==> config.mk <==
export PLATFORM = sky130hd
export DESIGN_NAME = flc_cfg_regs_flat
export DESIGN_NICKNAME = d
export VERILOG_FILES = /design/src/hw/rtl/assert_macros.svh /design/src/hw/rtl/flc_pkg.sv /design/src/hw/rtl/flc_if.sv /design/src/hw/rtl/flc_cfg_regs.sv /design/src/flat_wrapper.sv
export SDC_FILE = /design/constraint.sdc
export NUM_CORES = 1
export LEC_CHECK = 0
export BUFFER_PORTS_ARGS = -buffer_cell sky130_fd_sc_hd__buf_2
export CORE_MARGIN = 2
export CORE_UTILIZATION = 40
export DETAILED_ROUTE_END_ITERATION = 10
export PLACE_DENSITY_LB_ADDON = 0.25
export SYNTH_ARGS = -nofsm -noshare
export SYNTH_HDL_FRONTEND = slang
export SYNTH_SLANG_ARGS = --single-unit
==> constraint.sdc <==
create_clock -name i_clk -period 1.4 [get_ports i_clk]
set_input_delay 0.07 -clock i_clk [delete_from_list [all_inputs] [get_ports i_clk]]
set_output_delay 0.07 -clock i_clk [all_outputs]
set_load 0.05 [all_outputs]
==> src/hw/rtl/assert_macros.svh <==
// ----------------------------------------------------------------------------
// Assertion macros
// Concurrent assertion forms used by the convolution RTL (flc_window).
// ----------------------------------------------------------------------------
`ifndef ASSERT_MACROS_SVH
`define ASSERT_MACROS_SVH

// Same-cycle implication, disabled while reset is asserted.
`define FLC_ASSERT_IMP(lbl, clk, rst_n, ante, cons, msg) \
    lbl: assert property (@(posedge clk) disable iff (!rst_n) (ante) |-> (cons)) \
        else $error(msg);

// Next-cycle implication, disabled while reset is asserted.
`define FLC_ASSERT_NXT(lbl, clk, rst_n, ante, cons, msg) \
    lbl: assert property (@(posedge clk) disable iff (!rst_n) (ante) |=> (cons)) \
        else $error(msg);

`endif

==> src/hw/rtl/flc_pkg.sv <==
// ----------------------------------------------------------------------------
// flc_pkg
// Types, constants and helpers shared by the convolution block.
// ----------------------------------------------------------------------------
package flc_pkg;

    localparam int MAX_TAPS   = 7;
    localparam int DLY_DEPTH  = MAX_TAPS - 1;
    localparam int SAMPLE_W   = 16;
    localparam int COEF_W     = 16;
    localparam int PROD_W     = SAMPLE_W + COEF_W;
    localparam int OUT_W      = 34;
    localparam int TAPS_W     = 3;
    localparam int CFG_IDX_W  = 3;
    localparam int CFG_DATA_W = 16;

    localparam logic [TAPS_W-1:0] RST_TAPS  = TAPS_W'(1);
    localparam logic [COEF_W-1:0] RST_COEF0 = COEF_W'(1);

    typedef enum logic [CFG_IDX_W-1:0] {
        CFG_TAP_COUNT = 3'd0,
        CFG_COEF_0    = 3'd1,
        CFG_COEF_1    = 3'd2,
        CFG_COEF_2    = 3'd3,
        CFG_COEF_3    = 3'd4,
        CFG_COEF_4    = 3'd5,
        CFG_COEF_5    = 3'd6,
        CFG_COEF_6    = 3'd7
    } t_cfg_idx;

    typedef logic signed [SAMPLE_W-1:0] t_sample;
    typedef logic signed [COEF_W-1:0]   t_coef;

    // Active configuration: tap count already clamped to 1..MAX_TAPS.
    typedef struct packed {
        logic [TAPS_W-1:0]       taps;
        t_coef [MAX_TAPS-1:0]    coef;
    } t_cfg;

    // One window beat: newest sample at index 0.
    typedef struct packed {
        t_sample [MAX_TAPS-1:0]  win;
        logic                    last;
    } t_win_beat;

    function automatic logic [TAPS_W-1:0] taps_eff(input logic [TAPS_W-1:0] raw);
        logic [TAPS_W-1:0] t;
        t = raw;
        if (raw == '0) begin
            t = TAPS_W'(1);
        end else if (raw > TAPS_W'(MAX_TAPS)) begin
            t = TAPS_W'(MAX_TAPS);
        end
        return t;
    endfunction

endpackage

==> src/hw/rtl/flc_if.sv <==


interface flc_cfg_if;
    logic                                 valid;
    logic                                 ready;
    logic [flc_pkg::CFG_IDX_W-1:0]        index;
    logic [flc_pkg::CFG_DATA_W-1:0]       wdata;

    modport source (output valid, output index, output wdata, input ready);
    modport sink   (input valid, input index, input wdata, output ready);
endinterface

==> src/hw/rtl/flc_cfg_regs.sv <==
// ----------------------------------------------------------------------------
// flc_cfg_regs
// Tap count and coefficient registers, written through the config channel.
// ----------------------------------------------------------------------------
module flc_cfg_regs (
    input  logic             i_clk,
    input  logic             i_rst_n,
    flc_cfg_if.sink          i_cfg,
    output flc_pkg::t_cfg    o_cfg
);

    logic [flc_pkg::TAPS_W-1:0]                r_tap_count, n_tap_count;
    flc_pkg::t_coef [flc_pkg::MAX_TAPS-1:0]    r_coef, n_coef;
    logic [flc_pkg::COEF_W-1:0]                wd;

    assign i_cfg.ready = 1'b1;
    assign wd          = i_cfg.wdata[flc_pkg::COEF_W-1:0];

    always_comb begin
        n_tap_count = r_tap_count;
        n_coef      = r_coef;
        if (i_cfg.valid) begin
            case (flc_pkg::t_cfg_idx'(i_cfg.index))
                flc_pkg::CFG_TAP_COUNT: n_tap_count = i_cfg.wdata[flc_pkg::TAPS_W-1:0];
                flc_pkg::CFG_COEF_0:    n_coef[0]   = wd;
                flc_pkg::CFG_COEF_1:    n_coef[1]   = wd;
                flc_pkg::CFG_COEF_2:    n_coef[2]   = wd;
                flc_pkg::CFG_COEF_3:    n_coef[3]   = wd;
                flc_pkg::CFG_COEF_4:    n_coef[4]   = wd;
                flc_pkg::CFG_COEF_5:    n_coef[5]   = wd;
                flc_pkg::CFG_COEF_6:    n_coef[6]   = wd;
                default:                n_tap_count = r_tap_count;
            endcase
        end
    end

    always_ff @(posedge i_clk) begin
        if (!i_rst_n) begin
            r_tap_count <= flc_pkg::RST_TAPS;
            // coef_0 in the low slice, all other taps zero
            r_coef      <= {{((flc_pkg::MAX_TAPS - 1) * flc_pkg::COEF_W){1'b0}},
                            flc_pkg::RST_COEF0};
        end else begin
            r_tap_count <= n_tap_count;
            r_coef      <= n_coef;
        end
    end

    assign o_cfg.taps = flc_pkg::taps_eff(r_tap_count);
    assign o_cfg.coef = r_coef;

endmodule

==> src/flat_wrapper.sv <==
// flat-port wrapper written by rule: the top's interface ports become plain ports
module flc_cfg_regs_flat 
  (i_clk, i_rst_n, o_cfg, i_cfg_valid, i_cfg_index, i_cfg_wdata, i_cfg_ready);
  flc_cfg_if i_cfg_i ();
  input  logic i_clk;
  input  logic i_rst_n;
  output flc_pkg::t_cfg o_cfg;
  input wire logic [$bits(i_cfg_i.valid)-1:0] i_cfg_valid;
  input wire logic [$bits(i_cfg_i.index)-1:0] i_cfg_index;
  input wire logic [$bits(i_cfg_i.wdata)-1:0] i_cfg_wdata;
  output wire logic [$bits(i_cfg_i.ready)-1:0] i_cfg_ready;
  assign i_cfg_i.valid = i_cfg_valid;
  assign i_cfg_i.index = i_cfg_index;
  assign i_cfg_i.wdata = i_cfg_wdata;
  assign i_cfg_ready = i_cfg_i.ready;
  flc_cfg_regs u_core (.i_clk(i_clk), .i_rst_n(i_rst_n), .i_cfg(i_cfg_i), .o_cfg(o_cfg));
endmodule
==> qor.csv <==
stage,metric,value,unit
route,drcViolationCount,0,
sta,slew_headroom,51.6,%
sta,setup_viol,0,
cts,clk_path_buf_depth,2,
cells_and_area,final_layout_size_suffix_gt1_share,32.6,%
logic_synthesis,ys_top_cells_by_count,"nand2_1 (129), dfxtp_1 (115), mux2i_1 (115)",
route,vias_per_cell,4.73,
flow_run,drv_cap,0,
worst_setup_path,crit_arrival,1.21,ns
cells_and_area,syn_to_final_growth,32.8,%
sta,fmax,783,MHz
route,drt.antenna.violating_nets,0,
logic_synthesis,synth.area.top_cells,"dfxtp_1 (55%), mux2i_1 (27%), nand2_1 (11%)",
sta,hold_ws,0.0392,ns
logic_synthesis,synth_top_flop_cell,dfxtp_1,
logic_synthesis,yosys.area.top_type,dfxtp_1,
logic_synthesis,synth_edf_count,0,
cells_and_area,final-instance-count-excl-fill,688,
worst_setup_path,end_kind,output port,
logic_synthesis,ys_types,15,
place,io_buffers,136,
worst_setup_path,path_max_fanout,3,
cts,cts_resized,0,
global_route,grt_antenna_before_repair,0,
route,routedWlPerCell,15.7,um
sta,post-route-min-period,1.28,ns
sta,rsz0062_at_grt,false,
sta,fin_tns_setup,0,ns
sta,period_share,91.2,%
place,post-dp-hpwl,7460,um
logic_synthesis,synth.top_cell.area_share,54.6,%
logic_synthesis,avgSynthCellArea,10.4,um2
global_route,grt_pass1_vias,3214,
route,drt_wl_total,10800,um
cts,root_buffer,clkbuf_8,
logic_synthesis,syn_inst,404,
logic_synthesis,synth.mux.area_fraction,27.3,%
die,die_w,107,um
sta,final-max-slew-violation-count,0,
route,firstDrtPassIters,4,
logic_synthesis,synth_nets,426,
cts,post-cts-setup-buffer-count,0,
worst_setup_path,crit_slowest_cell,dfxtp_1,
logic_synthesis,synth_simple_gate_area_share,13.9,%
route,vias,3251,
global_route,grt_max_degree,39,
sta,clock_skew,0,ns
cells_and_area,antenna_cells,0,
logic_synthesis,synth_most_common_cell,nand2_1,
die,start_util,41.1,%
logic_synthesis,ys_ff_latch,115,
die,dieArea,11400,um2
power_and_ir_drop,irDropWorstVdd,0.000651,V
worst_setup_path,crit_type,register to output port,
die,coreArea,10300,um2
logic_synthesis,synth_warnings,0,
logic_synthesis,synth-xor-area-share,0,%
worst_setup_path,crit_chain,o21bai_1 > buf_2,
die,io_pins,138,
die,die_y,107,um
cts,cts_tree,built,
sta,final_hold_viol_count,0,
worst_setup_path,worstSetupStartpointType,register,
logic_synthesis,async_flop_share,0,%
power_and_ir_drop,power_density,1470,nW/um2
sta,tightest_slew,0.724,ns
logic_synthesis,syn_area,4220,um2
cts,cts.sinks,115,
place,dp_cells,655,
cells_and_area,final_nets,561,
logic_synthesis,yosysSeqAreaShare,54.6,%
route,drtIter0Drc,97,
global_route,grt_usage,19.3,%
cells_and_area,fillers,971,
cts,h-tree-depth,4,
cts,cts_buffers,17,
cts,path_clk_slew,0.05,ns
status,status,"complete, no violations",
die,rows,37,
global_route,overflow,0,
cells_and_area,multiInputGateArea,1750,um2
logic_synthesis,synth_top_family_by_area,multiplexers,
worst_hold_path,hold_class,input port to register,
logic_synthesis,synth-compound-area-share,0.178,%
power_and_ir_drop,p_leak,3.12,nW
logic_synthesis,synthAdderAreaFrac,0,%
global_route,grt_pass1_wl,16900,um
worst_setup_path,slowest_delay,0.32,ns
cts,insertion_delay,0.49,ns
cells_and_area,regArea,2300,um2
place,gp_congestion,0.769,
cts,cts_hold_buf,1,
worst_setup_path,required,1.33,ns
[layout by cell type, fill, tap and decap left out]
cell	instances
buf_2	135
nand2_1	129
mux2i_1	115
dfxtp_1	115
clkbuf_16	16
buf_4	10
clkinv_2	5
nand4bb_1	3
nor2b_1	3
clkinv_4	3
clkinvlp_4	3
bufinv_16	3
nand4b_1	2
buf_12	2
o21bai_1	1
and4b_2	1
or4b_1	1
nand4_2	1
conb_1	1
clkbuf_8	1
clkbuf_1	1
dlygate4sd3_1	1
[worst max-delay path: cells and delay by family (launching register included)]
kind / cells / cell delay (ns)
flip-flops: 1 / 0.32
buffers and inverters: 1 / 0.27
AO/OA/AOI/OAI: 1 / 0.12
[flip-flops by register name, indices dropped and copies added, names as in the netlist]
name                count
u_core.r_tap_count      3
u_core.o_cfg          112
[stage by stage]
stage	setup WS (ns)	utilization [%]	instance area (um2)	power [mW]
after floorplan	0.276	-	4220	3.93
after global placement	0.199	48.8	5010	4.12
after detailed placement	0.0975	48.8	5010	4.13
after CTS	0.0965	54.5	5610	8.30
after global routing	0.0386	54.5	5610	8.51
final	0.123	54.5	5610	8.23
[final timing paths]
path | from | to | slack [ns] | cells past startpoint
worst max register to register | u_core.o_cfg[101]$_SDFFE_PN0P_ | u_core.o_cfg[101]$_SDFFE_PN0P_ | 0.74 | 2
worst max-delay path | u_core.r_tap_count[2]$_SDFFE_PN0P_ | o_cfg[112] | 0.12 | 2
worst min register to register | u_core.o_cfg[41]$_SDFFE_PN0P_ | u_core.o_cfg[41]$_SDFFE_PN0P_ | 0.45 | 2
worst min-delay path | i_rst_n | u_core.o_cfg[5]$_SDFFE_PN0P_ | 0.04 | 3
[area by class of cell]
cell class	count	share of cell area [%]
clock buffer	18	7.46
clock inverter	14	2.92
multi-input combinational	257	31.2
sequential	115	41.1
tap	136	3.04
timing repair buffer	148	14.3
[power breakdown]
group / switching (mW) / leakage (nW) / total (mW) / internal [mW]
logic: 0.499 / 1.91 / 0.671 / 0.172
registers: 0.0368 / 0.931 / 3.38 / 3.35
clock network: 1.48 / 0.280 / 4.17 / 2.70
total: 2.01 / 3.12 / 8.23 / 6.22
[kinds of logic after synthesis]
family,count (synthesis)
AOI/OAI and AO/OA,1
muxes,115
other,1
and+or+nand+nor,140
DFF,115
buffers and inverters,32
[per-layer routing]
metal  part of all wire, %  routed length (um)  global-route usage (%)  vias to the layer above
li1                      -                   -                       -                     1613
met1                    46                5000                    25.0                     1543
met2                    47                5030                    29.9                       89
met3                   5.9                 638                    6.75                        6
met4                   1.0                 108                    6.68                        0
met5                     0                   0                       0                        -
Power figures use the tool's default switching activity.
