===== config.mk =====
export PLATFORM = sky130hd
export DESIGN_NAME = flc_window_flat
export DESIGN_NICKNAME = d
export VERILOG_FILES = /design/src/hw/rtl/flc_pkg.sv /design/src/hw/rtl/flc_if.sv /design/src/hw/rtl/flc_window.sv /design/src/flat_wrapper.sv
export VERILOG_INCLUDE_DIRS = /design/src /design/src/hw/rtl
export SDC_FILE = /design/constraint.sdc
export NUM_CORES = 1
export LEC_CHECK = 0
export BUFFER_PORTS_ARGS = -buffer_cell sky130_fd_sc_hd__buf_4
export CAP_MARGIN = 20
export CORE_MARGIN = 1.5
export CORE_UTILIZATION = 25
export CTS_BUF_LIST = sky130_fd_sc_hd__clkbuf_4
export CTS_CLUSTER_DIAMETER = 80
export DETAILED_ROUTE_END_ITERATION = 16
export PLACE_DENSITY_LB_ADDON = 0.12
export SYNTH_ARGS = -nofsm -noshare
export SYNTH_HDL_FRONTEND = slang
export SYNTH_SLANG_ARGS = --single-unit

===== constraint.sdc =====
create_clock -name i_clk -period 7.37 [get_ports i_clk]
set_clock_uncertainty 0.2 [all_clocks]
set_input_delay 0.3685 -clock i_clk [delete_from_list [all_inputs] [get_ports i_clk]]
set_output_delay 0.3685 -clock i_clk [all_outputs]
set_load 0.02 [all_outputs]

===== src/hw/rtl/assert_macros.svh =====
// ----------------------------------------------------------------------------
// Assertion macros
// Concurrent assertion forms used by the convolution RTL (flc_window).
// ----------------------------------------------------------------------------
`ifndef ASSERT_MACROS_SVH
`define ASSERT_MACROS_SVH

// Same-cycle implication, disabled while reset is asserted.
`define FLC_ASSERT_IMP(lbl, clk, rst_n, ante, cons, msg) \
    lbl: assert property (@(posedge clk) disable iff (!rst_n) (ante) |-> (cons)) \
        else $error(msg);

// Next-cycle implication, disabled while reset is asserted.
`define FLC_ASSERT_NXT(lbl, clk, rst_n, ante, cons, msg) \
    lbl: assert property (@(posedge clk) disable iff (!rst_n) (ante) |=> (cons)) \
        else $error(msg);

`endif


===== src/hw/rtl/flc_pkg.sv =====
// ----------------------------------------------------------------------------
// flc_pkg
// Types, constants and helpers shared by the convolution block.
// ----------------------------------------------------------------------------
package flc_pkg;

    localparam int MAX_TAPS   = 7;
    localparam int DLY_DEPTH  = MAX_TAPS - 1;
    localparam int SAMPLE_W   = 16;
    localparam int COEF_W     = 16;
    localparam int PROD_W     = SAMPLE_W + COEF_W;
    localparam int OUT_W      = 34;
    localparam int TAPS_W     = 3;
    localparam int CFG_IDX_W  = 3;
    localparam int CFG_DATA_W = 16;

    localparam logic [TAPS_W-1:0] RST_TAPS  = TAPS_W'(1);
    localparam logic [COEF_W-1:0] RST_COEF0 = COEF_W'(1);

    typedef enum logic [CFG_IDX_W-1:0] {
        CFG_TAP_COUNT = 3'd0,
        CFG_COEF_0    = 3'd1,
        CFG_COEF_1    = 3'd2,
        CFG_COEF_2    = 3'd3,
        CFG_COEF_3    = 3'd4,
        CFG_COEF_4    = 3'd5,
        CFG_COEF_5    = 3'd6,
        CFG_COEF_6    = 3'd7
    } t_cfg_idx;

    typedef logic signed [SAMPLE_W-1:0] t_sample;
    typedef logic signed [COEF_W-1:0]   t_coef;

    // Active configuration: tap count already clamped to 1..MAX_TAPS.
    typedef struct packed {
        logic [TAPS_W-1:0]       taps;
        t_coef [MAX_TAPS-1:0]    coef;
    } t_cfg;

    // One window beat: newest sample at index 0.
    typedef struct packed {
        t_sample [MAX_TAPS-1:0]  win;
        logic                    last;
    } t_win_beat;

    function automatic logic [TAPS_W-1:0] taps_eff(input logic [TAPS_W-1:0] raw);
        logic [TAPS_W-1:0] t;
        t = raw;
        if (raw == '0) begin
            t = TAPS_W'(1);
        end else if (raw > TAPS_W'(MAX_TAPS)) begin
            t = TAPS_W'(MAX_TAPS);
        end
        return t;
    endfunction

endpackage


===== src/hw/rtl/flc_if.sv =====
// ----------------------------------------------------------------------------
// flc interfaces
// Valid/ready channels for samples, results and configuration writes.
// ----------------------------------------------------------------------------
interface flc_in_if;
    logic                                 valid;
    logic                                 ready;
    logic signed [flc_pkg::SAMPLE_W-1:0]  sample;
    logic                                 last_sample;

    modport source (output valid, output sample, output last_sample, input ready);
    modport sink   (input valid, input sample, input last_sample, output ready);
endinterface



===== src/hw/rtl/flc_window.sv =====
// ----------------------------------------------------------------------------
// flc_window
// Delay line, window register and end-of-sequence flush sequencer.
// ----------------------------------------------------------------------------
`include "assert_macros.svh"

module flc_window (
    input  logic                          i_clk,
    input  logic                          i_rst_n,
    flc_in_if.sink                        i_in,
    input  logic [flc_pkg::TAPS_W-1:0]    i_taps,
    output flc_pkg::t_win_beat            o_win,
    output logic                          o_win_valid,
    input  logic                          i_win_ready
);

    flc_pkg::t_sample [flc_pkg::DLY_DEPTH-1:0]  r_dly, n_dly;
    flc_pkg::t_win_beat                         r_win, n_win;
    logic                                       r_win_vld, n_win_vld;
    logic [flc_pkg::TAPS_W-1:0]                 r_fl_rem, n_fl_rem;
    logic                                       win_en;
    logic                                       in_acc;

    assign win_en     = !r_win_vld || i_win_ready;
    assign i_in.ready = win_en && (r_fl_rem == '0);
    assign in_acc     = i_in.valid && i_in.ready;

    always_comb begin
        n_dly     = r_dly;
        n_win     = r_win;
        n_win_vld = r_win_vld;
        n_fl_rem  = r_fl_rem;
        if (win_en) begin
            n_win_vld = 1'b0;
            if (r_fl_rem != '0) begin
                // flush: shift a zero sample into the window
                n_win.win[0] = '0;
                for (int k = 1; k < flc_pkg::MAX_TAPS; k++) begin
                    n_win.win[k] = r_win.win[k-1];
                end
                n_win.last = (r_fl_rem == flc_pkg::TAPS_W'(1));
                n_fl_rem   = r_fl_rem - flc_pkg::TAPS_W'(1);
                n_win_vld  = 1'b1;
            end else if (i_in.valid) begin
                n_win.win[0] = i_in.sample;
                for (int k = 1; k < flc_pkg::MAX_TAPS; k++) begin
                    n_win.win[k] = r_dly[k-1];
                end
                n_win.last = i_in.last_sample && (i_taps == flc_pkg::TAPS_W'(1));
                n_win_vld  = 1'b1;
                if (i_in.last_sample) begin
                    n_dly    = '0;
                    n_fl_rem = i_taps - flc_pkg::TAPS_W'(1);
                end else begin
                    n_dly[0] = i_in.sample;
                    for (int k = 1; k < flc_pkg::DLY_DEPTH; k++) begin
                        n_dly[k] = r_dly[k-1];
                    end
                end
            end
        end
    end

    always_ff @(posedge i_clk) begin
        if (!i_rst_n) begin
            r_dly     <= '0;
            r_win_vld <= 1'b0;
            r_fl_rem  <= '0;
        end else begin
            r_dly     <= n_dly;
            r_win_vld <= n_win_vld;
            r_fl_rem  <= n_fl_rem;
        end
    end

    always_ff @(posedge i_clk) begin
        r_win <= n_win;
    end

    assign o_win       = r_win;
    assign o_win_valid = r_win_vld;

    `FLC_ASSERT_IMP(a_no_accept_in_flush, i_clk, i_rst_n, r_fl_rem != '0, !i_in.ready, "sample taken during flush")
    `FLC_ASSERT_IMP(a_flush_bound, i_clk, i_rst_n, 1'b1, r_fl_rem <= flc_pkg::TAPS_W'(flc_pkg::DLY_DEPTH), "flush count out of range")
    `FLC_ASSERT_NXT(a_dly_cleared, i_clk, i_rst_n, in_acc && i_in.last_sample, r_dly == '0, "delay line not cleared after last")

endmodule


===== src/flat_wrapper.sv =====
// flat-port wrapper written by rule: the top's interface ports become plain ports
module flc_window_flat 
  (i_clk, i_rst_n, i_taps, o_win, o_win_valid, i_win_ready, i_in_valid, i_in_sample, i_in_last_sample, i_in_ready);
  flc_in_if i_in_i ();
  input  logic i_clk;
  input  logic i_rst_n;
  input  logic [flc_pkg::TAPS_W-1:0] i_taps;
  output flc_pkg::t_win_beat o_win;
  output logic o_win_valid;
  input  logic i_win_ready;
  input wire logic [$bits(i_in_i.valid)-1:0] i_in_valid;
  input wire logic [$bits(i_in_i.sample)-1:0] i_in_sample;
  input wire logic [$bits(i_in_i.last_sample)-1:0] i_in_last_sample;
  output wire logic [$bits(i_in_i.ready)-1:0] i_in_ready;
  assign i_in_i.valid = i_in_valid;
  assign i_in_i.sample = i_in_sample;
  assign i_in_i.last_sample = i_in_last_sample;
  assign i_in_ready = i_in_i.ready;
  flc_window u_core (.i_clk(i_clk), .i_rst_n(i_rst_n), .i_in(i_in_i), .i_taps(i_taps), .o_win(o_win), .o_win_valid(o_win_valid), .i_win_ready(i_win_ready));
endmodule

==> results.ini, run 1 <==
[status]
status=finished clean

[synth]
syn_nets=939
synth_ff_type=edfxtp_1
yosysWarnings=0
async_flop_share_pct=0
synth_edf_count=113
syn-cell-area_um2=8959
yosysMostFrequentCell=nand2_1
synth_cell_types=25
synthCells=910
synth_seq_cells=213
syn_area_per_cell_um2=9.845
yosys-top-cells-count=nand2_1 (388), edfxtp_1 (113), dfxtp_1 (100)
synth_top_area_cell=edfxtp_1
synth_top_cells_by_area=edfxtp_1 (38%), dfxtp_1 (22%), nand2_1 (16%)
synth_seq_area_share_pct=60.22
synth_top_area_share_pct=37.88

[route]
detailroute.via_count=6702
dr_wl_met2_um=11220
drt-total-wl_um=25810
drt_iter0_drc=406
wl_met1_um=12860
drtAntennaViolNets=0
drt_first_pass_iters=4
highest_layer=met4
drc_errors=0
wire_per_inst_um=16.28
met3_length_um=1334
via_per_inst=4.226

[timing]
drv_slew=0
tns_ns=0
finalHoldViolCount=0
fin_crit_sh_pct=48.95
fin_ws_ns=3.762
max_freq_mhz=277.2
worst_slew_pin_slew_ns=1.013
maxSlewHeadroom_pct=32.32
grt_setup_unrepaired=false
fin_crit_ns=3.608
finalSetupViolCount=0

[power_and_ir_drop]
powerDensity_nw_per_um2=433.1
max-vdd-ir-drop_mv=0.2065
p_leak_nw=4.570

[placed_design]
io_buffers=138
place_ws_ns=3.722
gp_congestion=0.6748
dp_hpwl_um=15030

[clock_network]
cts_buffers=60
cts_resized=0
clk_latency_ns=0.70
cts.clk_slew.worst_paths_ns=0.06
hold_buffers=22
cts-root-buf=clkbuf_4
tritoncts=yes
cts_buffer_depth=3
cts_setup_buffers=0
cts.sinks=213
htree_levels=2

[global_route]
grt_max_degree=101
grt_pass1_wl_um=39520
antenna_found_initial=1
overflow=0
track_usage_pct=13.85
grt_pass1_vias=6677

[setup_path]
end_kind=register
worstPathArrival_ns=4.01
path_class=register to register
crit_path_start_kind=register
crit_chain=inv_1 > ha_1 > nor2b_4 > and3_4 > buf_4 > nand3b_1 > a21boi_1
crit_fanout=63
path_buf_inv=2
max_stage_delay_ns=0.87
slowest_stage=nor2b_4
required_ns=7.78
cp_top_family=simple AND/OR/NAND/NOR gates

[final_layout]
drive_gt1_share_pct=22.06
layout.nets=1101
area_growth_pct=26.61
fillers=3777

[die]
core_um2=35400
io_pins=139
dieArea_um2=36980
num_rows=69
die_x_um=192.3
die_y_um=192.3
initial_utilization_pct=25.31

[worst_hold_path]
hp-class=primary input to register

[run]
drv_cap=0

[area by class of cell]
type / instances / area, µm² / share of cell area (%)
clock inverters: 18 / 67.56 / 0.5957
multi-input cells: 627 / 3263 / 28.77
well taps: 461 / 576.8 / 5.086
repair buffers: 166 / 1301 / 11.47
inverters: 4 / 15.01 / 0.1324
diodes: 1 / 2.502 / 0.02206
flip-flops and latches: 213 / 5395 / 47.57
clock buffers: 96 / 720.7 / 6.354
[final timing paths]
check / start / to / slack (ns) / cells after the start
min: i_rst_n / u_core.r_dly[6]$_SDFFE_PN0P_ / 0.18 / 2
max: u_core.r_fl_rem[0]$_SDFFE_PN0P_ / u_core.r_dly[30]$_SDFFE_PN0P_ / 3.76 / 7
max reg2reg: u_core.r_fl_rem[0]$_SDFFE_PN0P_ / u_core.r_dly[30]$_SDFFE_PN0P_ / 3.76 / 7
min reg2reg: u_core.r_dly[94]$_SDFFE_PN0P_ / u_core.r_dly[94]$_SDFFE_PN0P_ / 0.26 / 2
[cell usage in the layout, fill, tap and decap left out, drive strengths merged]
cell           n
o21ai          3
o221a          1
nor2b          3
a21boi        97
nor2           4
dlygate4sd3   22
edfxtp       113
nand4b         1
clkbuf        96
and2          18
and3           1
clkinv        16
nand2        388
nand3b        97
xor2           1
a21oi          2
inv            6
nand2b         3
a221oi         1
diode          1
o31a           1
nand3          1
ha             5
buf          144
dfxtp        100
[report_power, final]
part	internal (W)	leakage, nW	switching, W	total (W)
Clock	0.000588	0.475	0.000514	0.00110
Combinational	0.000582	2.11	0.00125	0.00183
Sequential	0.00174	1.99	0.000240	0.00198
[per-stage QoR]
| step | total power (W) | instance area [µm²] | hold slack [ns] | cells | util [%] |
|---|---|---|---|---|---|
| global placement | 0.003894 | 10330 | 0.2450 | 1449 | 29.19 |
| global route | 0.005265 | 11340 | 0.1612 | 1586 | 32.04 |
| finish | 0.004912 | 11340 | 0.1823 | 1586 | 32.04 |
| floorplan | 0.003063 | 8959 | 0.2310 | 910 | - |
| CTS | 0.005041 | 11340 | 0.1458 | 1585 | 32.04 |
| detailed placement | 0.003897 | 10330 | 0.2510 | 1449 | 29.19 |
[routing by layer]
| layer | up-vias | GRT usage [%] |
|---|---|---|
| met4 | 0 | 4.264 |
| met2 | 157 | 20.78 |
| met3 | 34 | 3.219 |
| li1 | 3400 | - |
| met1 | 3111 | 19.63 |
| met5 | - | 0 |
[sequential cells by signal (all words and copies together), names as in the netlist]
register            count
u_core.o_win          113
u_core.o_win_valid      1
u_core.r_dly           96
u_core.r_fl_rem         3
[cells by family (layout without fill, tap and decap cells)]
family                   count (synthesis)  after routing  share of synthesized area, %
adder cells (fa/ha/maj)                  5              5                        0.6983
other                                    0              1                             0
AND/OR/NAND/NOR                        516            516                         26.51
XOR/XNOR                                 1              1                       0.09778
AO/OA/AOI/OAI                          105            105                         8.729
flip-flops                             213            213                         60.22
buffers and inverters                   70            284                         3.743
Power figures use the tool's default switching activity.
==> run 2: changes to the inputs <==
==> constraint.sdc (replaced) <==
create_clock -name i_clk -period 3.4 [get_ports i_clk]
set_clock_uncertainty 0.2 [all_clocks]
set_input_delay 0.17 -clock i_clk [delete_from_list [all_inputs] [get_ports i_clk]]
set_output_delay 0.17 -clock i_clk [all_outputs]
set_load 0.02 [all_outputs]
==> run 2 against run 1 <==
Net effect:
- final area grew 2.2%
- sequential cell count is the same
- via count grew 1.2%
- largest cell class unchanged
- cell count grew 0.69%
==> results.ini, run 2 (synthesized netlist as in run 1, its figures left out) <==
[die]
io_pins=139
num_rows=69
dieArea_um2=36980
initial_utilization_pct=25.31
die_x_um=192.3
core_um2=35400
die_y_um=192.3

[global_route]
grt_pass1_wl_um=40610
overflow=0
grt_max_degree=101
grt_pass1_vias=6889
track_usage_pct=14.29
antenna_found_initial=1

[setup_path]
required_ns=3.69
crit_fanout=66
crit_path_start_kind=register
r2r_slack_ns=0.71
path_class=register to register
max_stage_delay_ns=0.72
slowest_stage=buf_4
worstPathArrival_ns=2.99
end_kind=register
r2r_cells=7
r2r_end=u_core.o_win[83]$_DFFE_PP_
reg2reg_from=u_core.r_fl_rem[0]$_SDFFE_PN0P_
crit_chain=inv_1 > ha_1 > nor2b_4 > buf_4 > buf_4 > nand2_1 > nand2_1

[final_layout]
stdcell_count=1597
final_common_cell=nand2_1
drive_gt1_share_pct=23.54
area_growth_pct=29.44
largest_reg_flops=113
final_cell_mix=nand2_1 (388), buf_4 (142), edfxtp_1 (113)
final_util_pct=32.76
layout.nets=1112

[route]
wl_met1_um=12760
wire_per_inst_um=16.46
dr_wl_met2_um=11540
via_per_inst=4.246
drt-total-wl_um=26290
drc_errors=0
drt_first_pass_iters=4
met3_length_um=1407
drt_iter0_drc=330
highest_layer=met4
drtAntennaViolNets=0
detailroute.via_count=6781

[status]
status=finished clean

[timing]
maxSlewHeadroom_pct=29.56
grt_setup_unrepaired=false
drv_slew=0
fin_crit_sh_pct=79.16
worst_slew_pin_slew_ns=1.057
finalHoldViolCount=0
max_freq_mhz=371.5
fin_crit_ns=2.691
tns_ns=0
finalSetupViolCount=0

[power_and_ir_drop]
p_leak_nw=4.699
powerDensity_nw_per_um2=966.1
max-vdd-ir-drop_mv=0.5660

[placed_design]
dp_hpwl_um=15000
gp_congestion=0.6906
io_buffers=138
dp.cells=1452

[clock_network]
cts.clk_slew.worst_paths_ns=0.06
hold_buffers=24
cts.sinks=213
htree_levels=3
cts_buffers=66
cts_setup_buffers=0
clk_latency_ns=0.65
cts_resized=0
cts_buffer_depth=3
cts-root-buf=clkbuf_4
tritoncts=yes

[worst_hold_path]
hp-class=primary input to register
min_to=u_core.r_dly[9]$_SDFFE_PN0P_
hold_start=i_rst_n
hold_depth=2

[run]
drv_cap=0

==> run 2: cell types whose count changed in the layout (fill, tap and decap cells not counted), sizes merged <==
cell	change
clkbuf	+13
clkinv	-11
buf	+3
bufinv	+3
dlygate4sd3	+2
diode	+1
==> run 2: worst max-delay path by stage <==
| stage | slack, ns | to | start |
|---|---|---|---|
| finish | 0.71 | u_core.o_win[83]$_DFFE_PP_ | u_core.r_fl_rem[0]$_SDFFE_PN0P_ |
| detailed placement | 0.64 | u_core.o_win[110]$_DFFE_PP_ | u_core.r_fl_rem[0]$_SDFFE_PN0P_ |
| floorplan | 0.10 | u_core.o_win[0]$_DFFE_PP_ | u_core.r_fl_rem[0]$_SDFFE_PN0P_ |
| CTS | 0.60 | u_core.o_win[110]$_DFFE_PP_ | u_core.r_fl_rem[0]$_SDFFE_PN0P_ |
| global placement | 0.70 | u_core.o_win[60]$_DFFE_PP_ | u_core.r_fl_rem[0]$_SDFFE_PN0P_ |
| global route | 0.42 | u_core.o_win[103]$_DFFE_PP_ | u_core.r_fl_rem[0]$_SDFFE_PN0P_ |
==> run 2: metrics by stage <==
stage / area (µm²) / hold WS, ns / power, W / setup slack, ns
3_5_place_dp: 10420 / 0.2564 / 0.008565 / 0.6403
5_1_grt: 11600 / 0.02445 / 0.01196 / 0.4168
2_1_floorplan: 8967 / 0.1065 / 0.006588 / 0.1002
4_1_cts: 11590 / 0.002656 / 0.01148 / 0.6025
6_report: 11600 / 0.05961 / 0.01120 / 0.7086
3_3_place_gp: 10420 / 0.2510 / 0.008564 / 0.7039
==> run 2: metal layers <==
metal | up-vias | track usage, %
met2 | 168 | 21.82
met5 | - | 0
met3 | 53 | 3.764
met4 | 0 | 5.039
met1 | 3130 | 19.43
li1 | 3430 | -
==> run 2: worst max-delay path, delay by kind of cell, from the launching register on <==
kind / cells / cell delay (ns)
adders and majority gates: 1 / 0.29
buffers and inverters: 3 / 1.27
DFF: 1 / 0.33
and+or+nand+nor: 3 / 0.40
==> run 2: cell type report <==
type	instances	area, µm²
tap	461	576.8
sequential	213	5395
multi-input combinational	627	3263
fill	3741	23800
inverter	4	15.01
antenna	2	5.005
clock buffer	109	818.3
clock inverter	10	116.4
timing repair buffer	171	1406
==> run 2: power breakdown <==
part           leakage (nW)  switching [W]  internal (W)
registers              1.99       0.000516       0.00377
clock network         0.560        0.00115       0.00167
logic                  2.15        0.00275       0.00136
==> run 3: changes to the inputs <==
==> constraint.sdc (replaced) <==
create_clock -name i_clk -period 2.6 [get_ports i_clk]
set_clock_uncertainty 0.2 [all_clocks]
set_input_delay 0.13 -clock i_clk [delete_from_list [all_inputs] [get_ports i_clk]]
set_output_delay 0.13 -clock i_clk [all_outputs]
set_load 0.02 [all_outputs]
==> run 3 against run 2 <==
Net effect:
- non-clock buffer count increased by 7
- clock power increased by 20%
- largest cell class unchanged
- via count increased by 0.28%
- register-to-register slack got worse by 0.23 ns
- wire length decreased by 2.0%
- core utilization increased by 0.12 points
==> results.ini, run 3 (synthesized netlist as in run 1, its figures left out) <==
[worst_hold_path]
min_to=u_core.o_win[6]$_SDFFCE_PP0P_
hold_start=i_in_sample[5]
hp-class=primary input to register
hold_depth=3

[final_layout]
final_common_cell=nand2_1
layout.nets=1119
final_util_pct=32.88
final_area_um2=11640
area_growth_pct=29.90
fillers=3747
largest_reg_flops=113
final_cell_mix=nand2_1 (388), buf_4 (145), edfxtp_1 (113)
multi_input_area_um2=3283
ff_latch_area_um2=5398
drive_gt1_share_pct=24.28

[setup_path]
crit_path_start_kind=register
reg2reg_from=u_core.r_fl_rem[1]$_SDFFE_PN0P_
end_kind=primary output
max_stage_delay_ns=0.46
required_ns=2.27
critPathMostFrequentCell=buf_4
r2r_end=u_core.r_dly[83]$_SDFFE_PN0P_
crit_chain=nand2b_4 > buf_4 > nor2_1 > buf_4
r2r_slack_ns=0.48
crit_fanout=34
path_class=register to primary output
cp_top_family=buffers and inverters
r2r_cells=7
worstPathArrival_ns=1.97
slowest_stage=dfxtp_1
path_buf_inv=2

[route]
drt-total-wl_um=25770
via_per_inst=4.239
drt_first_pass_iters=4
detailroute.via_count=6800
drtAntennaViolNets=0
drt_iter0_drc=227
drc_errors=0
wire_per_inst_um=16.07

[clock_network]
cts.sinks=213
tritoncts=yes
cts_buffers=66
cts_setup_buffers=0
cts-root-buf=clkbuf_4
cts_resized=0
hold_buffers=25
cts.clk_slew.worst_paths_ns=0.06
cts_buffer_depth=3
clk_latency_ns=0.67
htree_levels=3

[die]
io_pins=139
core_um2=35400
dieArea_um2=36980
die_y_um=192.3
initial_utilization_pct=25.31
die_x_um=192.3
num_rows=69

[timing]
worst_slew_pin_slew_ns=0.5390
fin_ws_ns=0.2990
maxSlewHeadroom_pct=63.69
fin_crit_ns=2.301
fin_crit_sh_pct=88.50
finalHoldViolCount=0
finalSetupViolCount=0
max_freq_mhz=434.6
whs_ns=0.08817
grt_setup_unrepaired=false
drv_slew=0

[placed_design]
place_area_um2=10520
io_buffers=138
dp_hpwl_um=15890
gp_congestion=0.7001
place_ws_ns=0.4869

[global_route]
grt_max_degree=70
grt_pass1_vias=6825
grt_pass1_wl_um=39950
antenna_found_initial=1
overflow=0
track_usage_pct=14.16

[power_and_ir_drop]
powerDensity_nw_per_um2=1239
max-vdd-ir-drop_mv=0.8130
fin_total_pwr_w=0.01442
p_leak_nw=4.711

[run]
drv_cap=0

[status]
status=finished clean

run 3: where the power goes:
part	internal, W	switching [W]
sequential	0.00493	0.000654
combinational	0.00187	0.00358
clock	0.00189	0.00149
run 3: metrics by stage:
stage / TNS (ns) / std cells
2_1_floorplan: -54.93 / 910
3_3_place_gp: 0 / 1458
3_5_place_dp: 0 / 1458
4_1_cts: 0 / 1602
5_1_grt: 0 / 1604
6_report: 0 / 1604
run 3: layout make-up:
type | count | share of cell area (%)
Multi-Input combinational cell | 627 | 28.21
Timing Repair Buffer | 178 | 12.88
Sequential cell | 213 | 46.38
Inverter | 4 | 0.1290
Clock buffer | 110 | 7.096
Tap cell | 461 | 4.956
Antenna cell | 2 | 0.04301
Clock inverter | 9 | 0.3010
run 3: worst max-delay path by stage:
stage,startpoint,end,cells past startpoint
after floorplan,u_core.r_fl_rem[0]$_SDFFE_PN0P_,u_core.o_win[0]$_DFFE_PP_,6
after global placement,u_core.r_fl_rem[1]$_SDFFE_PN0P_,u_core.r_dly[85]$_SDFFE_PN0P_,7
after detailed placement,u_core.r_fl_rem[1]$_SDFFE_PN0P_,u_core.r_dly[60]$_SDFFE_PN0P_,7
after CTS,u_core.r_fl_rem[2]$_SDFFE_PN0P_,i_in_ready,4
after global routing,u_core.r_fl_rem[0]$_SDFFE_PN0P_,i_in_ready,6
final,u_core.r_fl_rem[2]$_SDFFE_PN0P_,i_in_ready,4
run 3: tightest hold or removal path: cells and delay by family:
family	cells	cell delay (ns)
buf+inv	2	0.62
simple gates	1	0.10
run 3: per-layer routing:
layer / share of wire, % / track usage, % / vias to the layer above
li1: - / - / 3444
met1: 47 / 18.55 / 3155
met2: 46 / 21.94 / 166
met3: 5.1 / 4.001 / 35
met4: 1.8 / 5.665 / 0
met5: 0 / 0 / -
